## config.mk

```make
export PLATFORM = sky130hd
export DESIGN_NAME = ascon128_verified_decrypt_flat
export DESIGN_NICKNAME = d
export VERILOG_FILES = /design/src/hdl/ascon_pkg.sv /design/src/hdl/ascon_if.sv /design/src/hdl/ascon_round.sv /design/src/hdl/ascon128_verified_decrypt.sv /design/src/flat_wrapper.sv
export SDC_FILE = /design/constraint.sdc
export NUM_CORES = 2
export LEC_CHECK = 0
export ABC_AREA = 0
export ABC_CLOCK_PERIOD_IN_PS = 12300
export BUFFER_PORTS_ARGS = -buffer_cell sky130_fd_sc_hd__buf_2
export CORE_MARGIN = 2
export CORE_UTILIZATION = 40
export DETAILED_ROUTE_END_ITERATION = 8
export PLACE_DENSITY = 0.59
export SLEW_MARGIN = 25
export SYNTH_ARGS = -nofsm -noshare
export SYNTH_HDL_FRONTEND = slang
export SYNTH_SLANG_ARGS = --single-unit
```

## constraint.sdc

```tcl
create_clock -name clk -period 12.3 [get_ports clk]
set_input_delay 1.23 -clock clk [delete_from_list [all_inputs] [get_ports clk]]
set_output_delay 1.23 -clock clk [all_outputs]
set_load 0.1 [all_outputs]
```

## src/hdl/ascon_pkg.sv

```systemverilog
package ascon_pkg;

  typedef logic [4:0][63:0] state_t;

  localparam logic [1:0] OP_BEGIN  = 2'd0;
  localparam logic [1:0] OP_AD     = 2'd1;
  localparam logic [1:0] OP_CT     = 2'd2;
  localparam logic [1:0] OP_FINISH = 2'd3;

  localparam logic [1:0] PH_IDLE = 2'd0;
  localparam logic [1:0] PH_AD   = 2'd1;
  localparam logic [1:0] PH_CT   = 2'd2;
  localparam logic [1:0] PH_TAG  = 2'd3;

  localparam logic [63:0] ASCON_IV  = 64'h80400c0600000000;
  localparam logic [63:0] PAD_FIRST = 64'h8000000000000000;
  localparam logic [63:0] DOMAIN_SEP = 64'h0000000000000001;

  localparam logic [3:0] RND_FIRST_FULL = 4'd0;
  localparam logic [3:0] RND_FIRST_AD   = 4'd6;
  localparam logic [3:0] RND_LAST       = 4'd11;

  function automatic logic [7:0] round_const(input logic [3:0] r);
    logic [7:0] c;
    case (r)
      4'd0:    c = 8'hf0;
      4'd1:    c = 8'he1;
      4'd2:    c = 8'hd2;
      4'd3:    c = 8'hc3;
      4'd4:    c = 8'hb4;
      4'd5:    c = 8'ha5;
      4'd6:    c = 8'h96;
      4'd7:    c = 8'h87;
      4'd8:    c = 8'h78;
      4'd9:    c = 8'h69;
      4'd10:   c = 8'h5a;
      4'd11:   c = 8'h4b;
      default: c = 8'h00;
    endcase
    return c;
  endfunction

  // top 4*n bits set
  function automatic logic [63:0] nib_mask(input logic [3:0] n);
    return ~({64{1'b1}} >> {n, 2'b00});
  endfunction

  // single bit just after n nibbles
  function automatic logic [63:0] pad_bit(input logic [3:0] n);
    return PAD_FIRST >> {n, 2'b00};
  endfunction

endpackage

```

## src/hdl/ascon_if.sv

```systemverilog
interface ascon_req_if;
  logic        valid;
  logic        ready;
  logic [1:0]  op;
  logic [63:0] block_data;
  logic [63:0] extra_word;
  logic [4:0]  valid_nibbles;
  logic        last_block;

  modport source (output valid, op, block_data, extra_word, valid_nibbles, last_block,
                  input ready);
  modport sink   (input valid, op, block_data, extra_word, valid_nibbles, last_block,
                  output ready);
endinterface

interface ascon_rsp_if;
  logic        valid;
  logic        ready;
  logic        result_kind;
  logic [63:0] plain_block;
  logic [4:0]  plain_nibbles;
  logic        tag_match;

  modport source (output valid, result_kind, plain_block, plain_nibbles, tag_match,
                  input ready);
  modport sink   (input valid, result_kind, plain_block, plain_nibbles, tag_match,
                  output ready);
endinterface

```

## src/hdl/ascon_round.sv

```systemverilog
module ascon_round
  import ascon_pkg::*;
(
  input  state_t     s,
  input  logic [7:0] rc,
  output state_t     s_out
);

  state_t x;
  state_t t;

  always_comb begin
    x = s;
    x[2] = x[2] ^ {56'd0, rc};
    x[0] = x[0] ^ x[4];
    x[4] = x[4] ^ x[3];
    x[2] = x[2] ^ x[1];
    t[0] = ~x[0] & x[1];
    t[1] = ~x[1] & x[2];
    t[2] = ~x[2] & x[3];
    t[3] = ~x[3] & x[4];
    t[4] = ~x[4] & x[0];
    x[0] = x[0] ^ t[1];
    x[1] = x[1] ^ t[2];
    x[2] = x[2] ^ t[3];
    x[3] = x[3] ^ t[4];
    x[4] = x[4] ^ t[0];
    x[1] = x[1] ^ x[0];
    x[0] = x[0] ^ x[4];
    x[3] = x[3] ^ x[2];
    x[2] = ~x[2];
    s_out[0] = x[0] ^ {x[0][18:0], x[0][63:19]} ^ {x[0][27:0], x[0][63:28]};
    s_out[1] = x[1] ^ {x[1][60:0], x[1][63:61]} ^ {x[1][38:0], x[1][63:39]};
    s_out[2] = x[2] ^ {x[2][0],    x[2][63:1]}  ^ {x[2][5:0],  x[2][63:6]};
    s_out[3] = x[3] ^ {x[3][9:0],  x[3][63:10]} ^ {x[3][16:0], x[3][63:17]};
    s_out[4] = x[4] ^ {x[4][6:0],  x[4][63:7]}  ^ {x[4][40:0], x[4][63:41]};
  end

endmodule

```

## src/hdl/ascon128_verified_decrypt.sv

```systemverilog
// Channel  Role    Payload
// cfg      write   cfg_we, cfg_index (0 key_high, 1 key_low), cfg_data
// req      sink    op, block_data, extra_word, valid_nibbles, last_block
// rsp      source  result_kind, plain_block, plain_nibbles, tag_match
//
// One permutation round per cycle through a single shared round unit.
// Begin: full permutation; associated data: reduced, plus a padding pass for a full
// last block; ciphertext: reduced for a full block, none for a partial last block;
// finish: full (none when idle). Ignored items have no effect; req is not ready while
// an item is in progress. A result waits in the rsp register; the next item is taken
// meanwhile. rst is synchronous, active high; it clears keys, state and phase.
module ascon128_verified_decrypt
  import ascon_pkg::*;
(
  input  logic        clk,
  input  logic        rst,
  input  logic        cfg_we,
  input  logic        cfg_index,
  input  logic [63:0] cfg_data,
  ascon_req_if.sink   req,
  ascon_rsp_if.source rsp
);

  localparam logic [1:0] ST_IDLE = 2'd0;
  localparam logic [1:0] ST_PERM = 2'd1;
  localparam logic [1:0] ST_DONE = 2'd2;

  logic [1:0]   st, st_next;
  logic [1:0]   phase, phase_next;
  state_t       s, s_next, perm_out;
  logic [3:0]   rnd, rnd_next;
  logic [1:0]   op_r, op_next;
  logic         last_r, last_next;
  logic         second, second_next;
  logic [127:0] tag, tag_next;
  logic [63:0]  key_high, key_low;

  logic         res_kind, res_kind_next;
  logic [63:0]  res_plain, res_plain_next;
  logic [4:0]   res_nib, res_nib_next;
  logic         res_match, res_match_next;

  logic         out_valid, out_valid_next;
  logic         out_kind, out_kind_next;
  logic [63:0]  out_plain, out_plain_next;
  logic [4:0]   out_nib, out_nib_next;
  logic         out_match, out_match_next;

  logic [4:0]   nib;
  logic         full;
  logic [63:0]  ct_mix;

  ascon_round u_round (
    .s     (s),
    .rc    (round_const(rnd)),
    .s_out (perm_out)
  );

  assign req.ready         = (st == ST_IDLE);
  assign rsp.valid         = out_valid;
  assign rsp.result_kind   = out_kind;
  assign rsp.plain_block   = out_plain;
  assign rsp.plain_nibbles = out_nib;
  assign rsp.tag_match     = out_match;

  always_comb begin
    if (!req.last_block || req.valid_nibbles > 5'd16) begin
      nib = 5'd16;
    end else begin
      nib = req.valid_nibbles;
    end
    full   = nib[4];
    ct_mix = s[0] ^ req.block_data;
  end

  always_comb begin
    st_next        = st;
    phase_next     = phase;
    s_next         = s;
    rnd_next       = rnd;
    op_next        = op_r;
    last_next      = last_r;
    second_next    = second;
    tag_next       = tag;
    res_kind_next  = res_kind;
    res_plain_next = res_plain;
    res_nib_next   = res_nib;
    res_match_next = res_match;
    out_valid_next = out_valid && !rsp.ready;
    out_kind_next  = out_kind;
    out_plain_next = out_plain;
    out_nib_next   = out_nib;
    out_match_next = out_match;

    unique case (st)
      ST_IDLE: begin
        if (req.valid) begin
          op_next   = req.op;
          last_next = req.last_block;
          case (req.op)
            OP_BEGIN: begin
              s_next[0] = ASCON_IV;
              s_next[1] = key_high;
              s_next[2] = key_low;
              s_next[3] = req.block_data;
              s_next[4] = req.extra_word;
              rnd_next  = RND_FIRST_FULL;
              st_next   = ST_PERM;
            end
            OP_AD: begin
              if (phase == PH_AD) begin
                if (full) begin
                  s_next[0] = s[0] ^ req.block_data;
                end else begin
                  s_next[0] = s[0] ^ ((req.block_data & nib_mask(nib[3:0]))
                              | pad_bit(nib[3:0]));
                end
                second_next = full && req.last_block;
                rnd_next    = RND_FIRST_AD;
                st_next     = ST_PERM;
              end
            end
            OP_CT: begin
              if (phase == PH_AD || phase == PH_CT) begin
                if (phase == PH_AD) begin
                  s_next[4] = s[4] ^ DOMAIN_SEP;
                end
                res_kind_next  = 1'b0;
                res_nib_next   = nib;
                res_match_next = 1'b0;
                if (full) begin
                  res_plain_next = ct_mix;
                  s_next[0]      = req.block_data;
                  rnd_next       = RND_FIRST_AD;
                  phase_next     = PH_CT;
                  st_next        = ST_PERM;
                end else begin
                  res_plain_next = ct_mix & nib_mask(nib[3:0]);
                  s_next[0]      = s[0] ^ (ct_mix & nib_mask(nib[3:0]))
                                   ^ pad_bit(nib[3:0]);
                  phase_next     = PH_TAG;
                  st_next        = ST_DONE;
                end
              end
            end
            default: begin
              res_kind_next  = 1'b1;
              res_plain_next = 64'd0;
              res_nib_next   = 5'd0;
              res_match_next = 1'b0;
              if (phase == PH_IDLE) begin
                st_next = ST_DONE;
              end else begin
                if (phase == PH_AD) begin
                  s_next[4] = s[4] ^ DOMAIN_SEP;
                end
                if (phase != PH_TAG) begin
                  s_next[0] = s[0] ^ PAD_FIRST;
                end
                s_next[1] = s[1] ^ key_high;
                s_next[2] = s[2] ^ key_low;
                tag_next  = {req.block_data, req.extra_word};
                rnd_next  = RND_FIRST_FULL;
                st_next   = ST_PERM;
              end
            end
          endcase
        end
      end
      ST_PERM: begin
        s_next   = perm_out;
        rnd_next = rnd + 4'd1;
        if (rnd == RND_LAST) begin
          st_next = ST_IDLE;
          case (op_r)
            OP_BEGIN: begin
              s_next[3]  = perm_out[3] ^ key_high;
              s_next[4]  = perm_out[4] ^ key_low;
              phase_next = PH_AD;
            end
            OP_AD: begin
              if (second) begin
                s_next[0]   = perm_out[0] ^ PAD_FIRST;
                second_next = 1'b0;
                rnd_next    = RND_FIRST_AD;
                st_next     = ST_PERM;
              end else if (last_r) begin
                s_next[4]  = perm_out[4] ^ DOMAIN_SEP;
                phase_next = PH_CT;
              end
            end
            OP_CT: begin
              if (last_r) begin
                s_next[0]  = perm_out[0] ^ PAD_FIRST;
                phase_next = PH_TAG;
              end
              st_next = ST_DONE;
            end
            default: begin
              res_match_next = ((perm_out[3] ^ key_high) == tag[127:64])
                            && ((perm_out[4] ^ key_low) == tag[63:0]);
              phase_next = PH_IDLE;
              st_next    = ST_DONE;
            end
          endcase
        end
      end
      ST_DONE: begin
        if (!out_valid || rsp.ready) begin
          out_valid_next = 1'b1;
          out_kind_next  = res_kind;
          out_plain_next = res_plain;
          out_nib_next   = res_nib;
          out_match_next = res_match;
          st_next        = ST_IDLE;
        end
      end
      default: begin
        st_next = ST_IDLE;
      end
    endcase
  end

  always_ff @(posedge clk) begin
    if (rst) begin
      st        <= ST_IDLE;
      phase     <= PH_IDLE;
      s         <= '0;
      second    <= 1'b0;
      out_valid <= 1'b0;
      key_high  <= 64'd0;
      key_low   <= 64'd0;
    end else begin
      st        <= st_next;
      phase     <= phase_next;
      s         <= s_next;
      second    <= second_next;
      out_valid <= out_valid_next;
      if (cfg_we) begin
        if (cfg_index) begin
          key_low <= cfg_data;
        end else begin
          key_high <= cfg_data;
        end
      end
    end
  end

  always_ff @(posedge clk) begin
    rnd       <= rnd_next;
    op_r      <= op_next;
    last_r    <= last_next;
    tag       <= tag_next;
    res_kind  <= res_kind_next;
    res_plain <= res_plain_next;
    res_nib   <= res_nib_next;
    res_match <= res_match_next;
    out_kind  <= out_kind_next;
    out_plain <= out_plain_next;
    out_nib   <= out_nib_next;
    out_match <= out_match_next;
  end

`ifndef SYNTHESIS
  a_rnd_range: assert property (@(posedge clk) disable iff (rst)
    (st == ST_PERM) |-> (rnd <= RND_LAST))
    else $error("round counter out of range");

  a_begin_runs: assert property (@(posedge clk) disable iff (rst)
    (req.valid && req.ready && req.op == OP_BEGIN) |=> (st == ST_PERM && rnd == RND_FIRST_FULL))
    else $error("begin did not start a full permutation");

  a_plain_no_match: assert property (@(posedge clk) disable iff (rst)
    (rsp.valid && !rsp.result_kind) |-> !rsp.tag_match)
    else $error("plaintext transaction carries a tag match");

  a_verdict_empty: assert property (@(posedge clk) disable iff (rst)
    (rsp.valid && rsp.result_kind) |-> (rsp.plain_block == 64'd0 && rsp.plain_nibbles == 5'd0))
    else $error("verdict transaction carries plaintext");

  a_second_pass_ad: assert property (@(posedge clk) disable iff (rst)
    second |-> (st == ST_PERM && op_r == OP_AD))
    else $error("padding pass pending outside associated data");
`endif

endmodule
```

## src/flat_wrapper.sv

```systemverilog
// flat-port wrapper written by rule: the top's interface ports become plain ports
module ascon128_verified_decrypt_flat import ascon_pkg::*;
  (clk, rst, cfg_we, cfg_index, cfg_data, req_valid, req_op, req_block_data, req_extra_word, req_valid_nibbles, req_last_block, req_ready, rsp_valid, rsp_result_kind, rsp_plain_block, rsp_plain_nibbles, rsp_tag_match, rsp_ready);
  ascon_req_if req_i ();
  ascon_rsp_if rsp_i ();
  input  logic clk;
  input  logic rst;
  input  logic cfg_we;
  input  logic cfg_index;
  input  logic [63:0] cfg_data;
  input wire logic [$bits(req_i.valid)-1:0] req_valid;
  input wire logic [$bits(req_i.op)-1:0] req_op;
  input wire logic [$bits(req_i.block_data)-1:0] req_block_data;
  input wire logic [$bits(req_i.extra_word)-1:0] req_extra_word;
  input wire logic [$bits(req_i.valid_nibbles)-1:0] req_valid_nibbles;
  input wire logic [$bits(req_i.last_block)-1:0] req_last_block;
  output wire logic [$bits(req_i.ready)-1:0] req_ready;
  output wire logic [$bits(rsp_i.valid)-1:0] rsp_valid;
  output wire logic [$bits(rsp_i.result_kind)-1:0] rsp_result_kind;
  output wire logic [$bits(rsp_i.plain_block)-1:0] rsp_plain_block;
  output wire logic [$bits(rsp_i.plain_nibbles)-1:0] rsp_plain_nibbles;
  output wire logic [$bits(rsp_i.tag_match)-1:0] rsp_tag_match;
  input wire logic [$bits(rsp_i.ready)-1:0] rsp_ready;
  assign req_i.valid = req_valid;
  assign req_i.op = req_op;
  assign req_i.block_data = req_block_data;
  assign req_i.extra_word = req_extra_word;
  assign req_i.valid_nibbles = req_valid_nibbles;
  assign req_i.last_block = req_last_block;
  assign req_ready = req_i.ready;
  assign rsp_valid = rsp_i.valid;
  assign rsp_result_kind = rsp_i.result_kind;
  assign rsp_plain_block = rsp_i.plain_block;
  assign rsp_plain_nibbles = rsp_i.plain_nibbles;
  assign rsp_tag_match = rsp_i.tag_match;
  assign rsp_i.ready = rsp_ready;
  ascon128_verified_decrypt u_core (.clk(clk), .rst(rst), .cfg_we(cfg_we), .cfg_index(cfg_index), .cfg_data(cfg_data), .req(req_i), .rsp(rsp_i));
endmodule
```

# [Word level (Yosys, flattened, before mapping)]
# Memories as Yosys holds them, arrays and structs flattened. A register that Yosys moved wholly into a read port is not among the register bits.
# Index checks and enable logic that the tools add are counted.
# W data, S select, Z words.
[word_totals] register_bits=731 rom_bits=128 input_bits=206 mem_count=1
[classes] addsub=1 order_cmp=1 n_eq_ne=37 n_shift=2 mux=77 bitwise=53 n_reduce_logical=34
[mem_list] memory="(no name shown)" words=16 width=8 read_ports=1 rd_clocked_by_memory_dff=1 wr=0 line="ascon_pkg.sv:25" source="case (r)"
[ops] cell="$xor A64 B64 Y64" count=29
[ops] cell="$mux W64" count=14
[ops] cell="$pmux W320 S2" count=1
[ops] cell="$and A64 B64 Y64" count=7
[ops] cell="$not A64 Y64" count=7
[ops] cell="$pmux W64 S2" count=3
[ops] cell="$pmux W64 S3" count=2
[ops] cell="$mux W320" count=1
[ops] cell="$pmux W128 S2" count=1
[ops] cell="$mux W192" count=1
[ops] cell="$eq A64 B64 Y1" count=2
[ops] cell="$mux W128" count=1
[ops] cell="$shr A64 B6 Y64 const A" count=2
[ops] cell="$or A64 B64 Y64" count=1
[ops] cell="$xor A64 B8 Y64" count=1
[ops] cell="$mux W4" count=9
[ops] cell="$mux W2" count=14
[ops] cell="$reduce_and A6 Y1" count=4
[ops] cell="$pmux W2 S3" count=3
[ops] cell="$mux W1" count=16
[ops] cell="$ne A2 B1 Y1 const B" count=8
[ops] cell="$ne A3 B2 Y1 const B" count=5
[ops] cell="$reduce_and A5 Y1" count=3
[ops] cell="$ne A2 B2 Y1 const B" count=7
[ops] cell="other kinds (28)" count=63

# [Depth between registers and ports, before layout]
[logic_depth] depth_word=13 ltp_mapped=13 ltp_nobuf=12

# [Cells and area by module]
# Synthesis repeated with hierarchy kept, for this count alone.
[unflattened] cells_unflattened=5915 hier_area_um2=54444.7
[modules_own_cells] mod="ascon128_verified_decrypt" n_inst=1 cells_per_inst=4338 area_each_um2=37762.5 seq_area_each_um2=17566.8
[modules_own_cells] mod="ascon_round" n_inst=1 cells_per_inst=1577 area_each_um2=16682.2 seq_area_each_um2=0.0

# [Least setup slack after synthesis]
# Ideal clock, no wire load.
[synth_path] path_kind="register to register" start="register u_core.st[1]" end="register u_core.tag[0] (enable)" setup_time_ps=799 arrival_time_ps=11445 required_ps=11501 setup_slack_ps=56 stages_incl_launch_ff=5 synth_period_minus_slack_ps=12244 cell_sequence="dfxtp_1 clkbuf_1 nor2_1 nand2_1 nor3b_1"
[synth_between] elab_chain_len=2
[synth_rtl] item="start, declared" line="ascon128_verified_decrypt.sv:28" source="logic [1:0] st, st_next;"
[synth_rtl] item="start signal, assigned" line="ascon128_verified_decrypt.sv:234" source="st <= st_next;"
[synth_rtl] item="$logic_not A2 Y1"
[synth_rtl] item="via req_ready" line="flat_wrapper.sv:17" source="output wire logic [$bits(req_i.ready)-1:0] req_ready;"
[synth_rtl] item="$reduce_and A4 Y1 (no source line)"
[synth_rtl] item="end signal, assigned" line="ascon128_verified_decrypt.sv:253" source="tag <= tag_next;"
[synth_rtl] item="end, declared" line="ascon128_verified_decrypt.sv:35" source="logic [127:0] tag, tag_next;"
# The timed path passes the listed nets, and every way through them passes these cells.
# A chain may end at the register's enable or synchronous reset.

# [Worst setup path after layout]
[layout_path] start="register u_core.s[41] (netlist name)" end="register u_core.res_match, data pin"
[layout_between] elab_chain_len=12 word_cells_on_any_way=19
[layout_rtl] item="start, declared" line="ascon128_verified_decrypt.sv:30" source="state_t s, s_next, perm_out;"
[layout_rtl] item="start signal, assigned" line="ascon128_verified_decrypt.sv:236" source="s <= s_next;"
[layout_rtl] item="$xor A64 B64 Y64 (*)" line="ascon_round.sv:15" source="x[0] = x[0] ^ x[4];"
[layout_rtl] item="$and A64 B64 Y64 / $not A64 Y64 (equally long branches)" line="ascon_round.sv:22, ascon_round.sv:18"
[layout_rtl] item="$xor A64 B64 Y64 / $and A64 B64 Y64 (equally long branches)" line="ascon_round.sv:26, ascon_round.sv:18"
[layout_rtl] item="$xor A64 B64 Y64, on equally long branches" line="ascon_round.sv:30, ascon_round.sv:27"
[layout_rtl] item="$xor A64 B64 Y64, on equally long branches (2 in series)" line="ascon_round.sv:35, ascon_round.sv:36"
[layout_rtl] item="$xor A64 B64 Y64, on equally long branches" line="ascon128_verified_decrypt.sv:200, ascon128_verified_decrypt.sv:201"
[layout_rtl] item="$eq A64 B64 Y1, on equally long branches" line="ascon128_verified_decrypt.sv:200, ascon128_verified_decrypt.sv:201"
[layout_rtl] item="$logic_and A1 B1 Y1 (*)" line="ascon128_verified_decrypt.sv:201" source="&& ((perm_out[4] ^ key_low) == tag[63:0]);"
[layout_rtl] item="$mux W1 (*)" line="ascon128_verified_decrypt.sv:175" source="case (op_r)"
[layout_rtl] item="$mux W1 (*)" line="ascon128_verified_decrypt.sv:173" source="if (rnd == RND_LAST) begin"
[layout_rtl] item="$pmux W1 S2 (*)" line="ascon128_verified_decrypt.sv:95" source="unique case (st)"
[layout_rtl] item="end signal, assigned" line="ascon128_verified_decrypt.sv:257" source="res_match <= res_match_next;"
[layout_rtl] item="end, declared" line="ascon128_verified_decrypt.sv:41" source="logic res_match, res_match_next;"
# Mark *: on every way between the ends. The rest lies on a longest branch, timed or not. The select of a mux whose other input is x is not followed.

==> key figures <==
Die
  – Die W: 364 µm
  – Die height: 364 µm
  – Die footprint: 133,000 µm²
  – Core ar.: 129,000 µm²
  – Starting Density: 40.2%
  – Site row count: 132
  – I/O pin cnt: 279

Logic synthesis
  – Yosys cell types: 95
  – Post-synth EDFFs: 277
  – Post-synthesis instance total: 5,924
  – Flops & latches, synth: 739
  – Warnings from Yosys: 0
  – Mapped cell area: 51,900 µm²
  – Post-Syn Nets: 6,271
  – Ys flop type: dfxtp_1
  – Share of the yosys chip area belonging to registers: 33.8%
  – Syn_area_per_cell: 8.77 µm²
  – Synth async-reset ratio: 0%

Worst setup path
  – Worst path cell trace: xnor2_1, nand2_1, xor2_1, xnor2_1, xor2_1, xor2_1, a221o_1, a2111oi_0, nand4_1, nor4bb_1
  – Largest delay share family, worst path: XOR/XNOR gates
  – Worst path most repeated cell: xor2_1
  – CP startpoint kind: flop
  – R2R cell count: 10
  – Critical Path RT: 12.84 ns
  – Critical Path Max Stage Delay: 0.87 ns
  – Critical path depth: 10
  – Setup CP Type: reg2reg
  – Worst Setup End Kind: flop
  – WP buf/inv: 0
  – Critical-path top delay cell: xor2_1
  – R2r setup slk: 7.15 ns
  – CP arrival: 5.68 ns
  – CP max FO: 6

Placed design
  – Port Buf Inserts: 278
  – HPWL Detailed: 226,000 µm
  – Area after DPL: 55,800 µm²
  – DP Worst Slack: 7.34 ns
  – RePlAce Congestion: 1.12

Detailed routing
  – Post-detailed-routing wire length: 288,000 µm
  – Vias: 48.4k
  – Initial DRC Count: 7,437
  – Remaining DRCs: 0
  – Post-DR vias/cell: 6.13
  – DRT Pass-1 Iters: 6
  – Final ANT Viol Nets: 0
  – Routed len/inst: 36.4 µm

Timing
  – Setup TNS: 0 ns
  – Min setup slack post-route: 7.15 ns
  – Final setup viols: 0
  – Slew @ Worst Pin: 1.27 ns
  – Unrepaired setup endpoints after global routing: no
  – Max-slew violation count: 0
  – Final min period: 5.15 ns
  – Worst Skew: 0.0357 ns
  – Period utilization: 41.9%
  – Slew HR: 15.1%
  – Endpoints failing hold: 0
  – Fmax achieved: 194 MHz

Clocking
  – Clock Pin Slew Worst Setup and Hold Paths: 0.07 ns
  – Post-CTS sizing: 0
  – Cts bufs inserted: 93
  – Clk root buf: clkbuf_16
  – Clock Path Buffers: 3
  – # clock sinks: 739
  – Setup repair bufs after CTS: 0
  – H-tree Lvls: 3
  – CTS tree: built
  – Worst skew pair latency: 0.74 ns
  – Post-CTS Hold Fix Bufs: 0

Finish
  – Area grow syn2layout: 13.9%
  – Register area: 17,600 µm²
  – Most frequent cells in the layout: 887 x xnor2_1, 753 x nand2_1, 485 x a21oi_1, 462 x dfxtp_1, 371 x xor2_1
  – Layout Nets: 6,415
  – Footprint of the multi-input gates: 32,400 µm²
  – Commonest non-fill, non-tap cell in the layout: xnor2_1
  – Share of cells above drive strength 1: 12.5%
  – Post-layout util: 45.8%
  – Number of fillers in the final layout: 12.7k
  – Final instance area: 59,200 µm²

Worst hold path
  – Min-Delay Path Class: reg2reg
  – Hold depth: 0

GRT
  – Tot GR Track Use: 42.3%
  – Overflow after GRT: 0
  – Largest net degree at the start of global routing: 163
  – Number of global-route vias before repair: 43.9k
  – Global-route wire length before repair: 382,000 µm
  – Initial antenna violation count: 13

Pwr
  – Static Leakage: 20.6 nW
  – Maximum vdd ir drop: 142 µV
  – PD cells: 257 nW/µm²

Run status
  – Outcome: complete, no violations

Job
  – Max cap viols: 0
## flip-flops by register name, indices dropped and copies added, names as in the netlist
signal	flops
u_core.key_low	64
u_core.res_kind	1
u_core.second	1
u_core.rsp.result_kind	1
u_core.st	2
u_core.rnd	4
u_core.u_round.rc	8
u_core.res_plain	64
u_core.res_match	1
u_core.phase	2
u_core.res_nib	5
u_core.rsp.tag_match	1
u_core.rsp.plain_block	64
u_core.key_high	64
u_core.op_r	2
u_core.last_r	1
u_core.s	320
u_core.tag	128
u_core.rsp.plain_nibbles	5
u_core.rsp.valid	1
## where the power goes
group          switching [mW]  internal (mW)  leakage, nW
logic                    6.27           3.01         12.7
clock network            1.28           1.70         1.60
registers               0.237           2.69         6.31
total                    7.79           7.40         20.6
## cell type report
cell class,instances,share of cell area [%]
diodes,4,0.0169
clock buffers,118,4.57
clock inverters,58,0.960
inverters,256,1.62
multi-input cells,4524,54.7
flip-flops and latches,739,29.7
well taps,1742,3.68
repair buffers,454,4.71
## logic make-up after synthesis
kind of cell / synth area share [%]
multiplexers: 1.95
adder cells (fa/ha/maj): 4.63
XOR/XNOR: 26.3
AO/OA/AOI/OAI: 16.2
buffers and inverters: 4.92
AND/OR/NAND/NOR: 12.2
flip-flops: 33.8
## routing by layer
layer / track usage, % / wire length, µm
met5: 0.182 / 42
met4: 30.0 / 25000
met3: 10.3 / 30600
met2: 60.7 / 118000
met1: 55.5 / 114000
## final timing paths
check                       startpoint                         end
setup / recovery          u_core.s[41]            u_core.res_match
hold / removal    u_core.res_plain[26]  u_core.rsp.plain_block[26]
setup reg to reg          u_core.s[41]            u_core.res_match
hold reg to reg   u_core.res_plain[26]  u_core.rsp.plain_block[26]
## Yosys cell counts, types with 6 or more instances
cell type / count / area [µm²]
xnor2_1: 925 / 8100
nand2_1: 754 / 2830
a21oi_1: 485 / 2430
dfxtp_1: 462 / 9250
xor2_1: 383 / 3350
clkbuf_1: 330 / 1240
nor2_1: 318 / 1190
edfxtp_1: 277 / 8320
o21ai_0: 268 / 1340
inv_1: 247 / 927
a211oi_1: 206 / 1550
nor3_1: 203 / 1020
a221oi_1: 152 / 1330
ha_1: 141 / 1760
mux2i_1: 101 / 1010
nand3_1: 78 / 390
maj3_1: 56 / 561
xnor3_1: 50 / 1130
a311oi_1: 46 / 403
o41ai_1: 44 / 385
buf_2: 40 / 200
buf_1: 31 / 116
xnor2_2: 24 / 390
nor4_1: 22 / 138
xor2_2: 21 / 342
nand2b_1: 18 / 113
nand4_1: 16 / 100
o22ai_1: 16 / 100
o211ai_1: 13 / 97.6
xor3_1: 11 / 262
a22oi_1: 9 / 67.6
a31oi_1: 9 / 56.3
a32oi_1: 8 / 70.1
nor2b_1: 8 / 50.1
nor3b_1: 8 / 60.1
o221ai_1: 8 / 70.1
and2_1: 7 / 43.8
inv_2: 7 / 26.3
maj3_2: 7 / 78.8
nand3b_1: 7 / 52.6
and3_1: 6 / 37.5
nor4b_1: 6 / 52.6
## per-stage QoR
step | instances | total power [mW] | hold WS (ns)
2_1_floorplan | 5924 | 7.75 | 0.400
3_3_place_gp | 7713 | 11.8 | 0.405
3_5_place_dp | 7714 | 11.7 | 0.405
4_1_cts | 7890 | 14.7 | 0.419
5_1_grt | 7891 | 15.3 | 0.421
6_report | 7895 | 15.2 | 0.412
(Power assumes the default switching activity.)
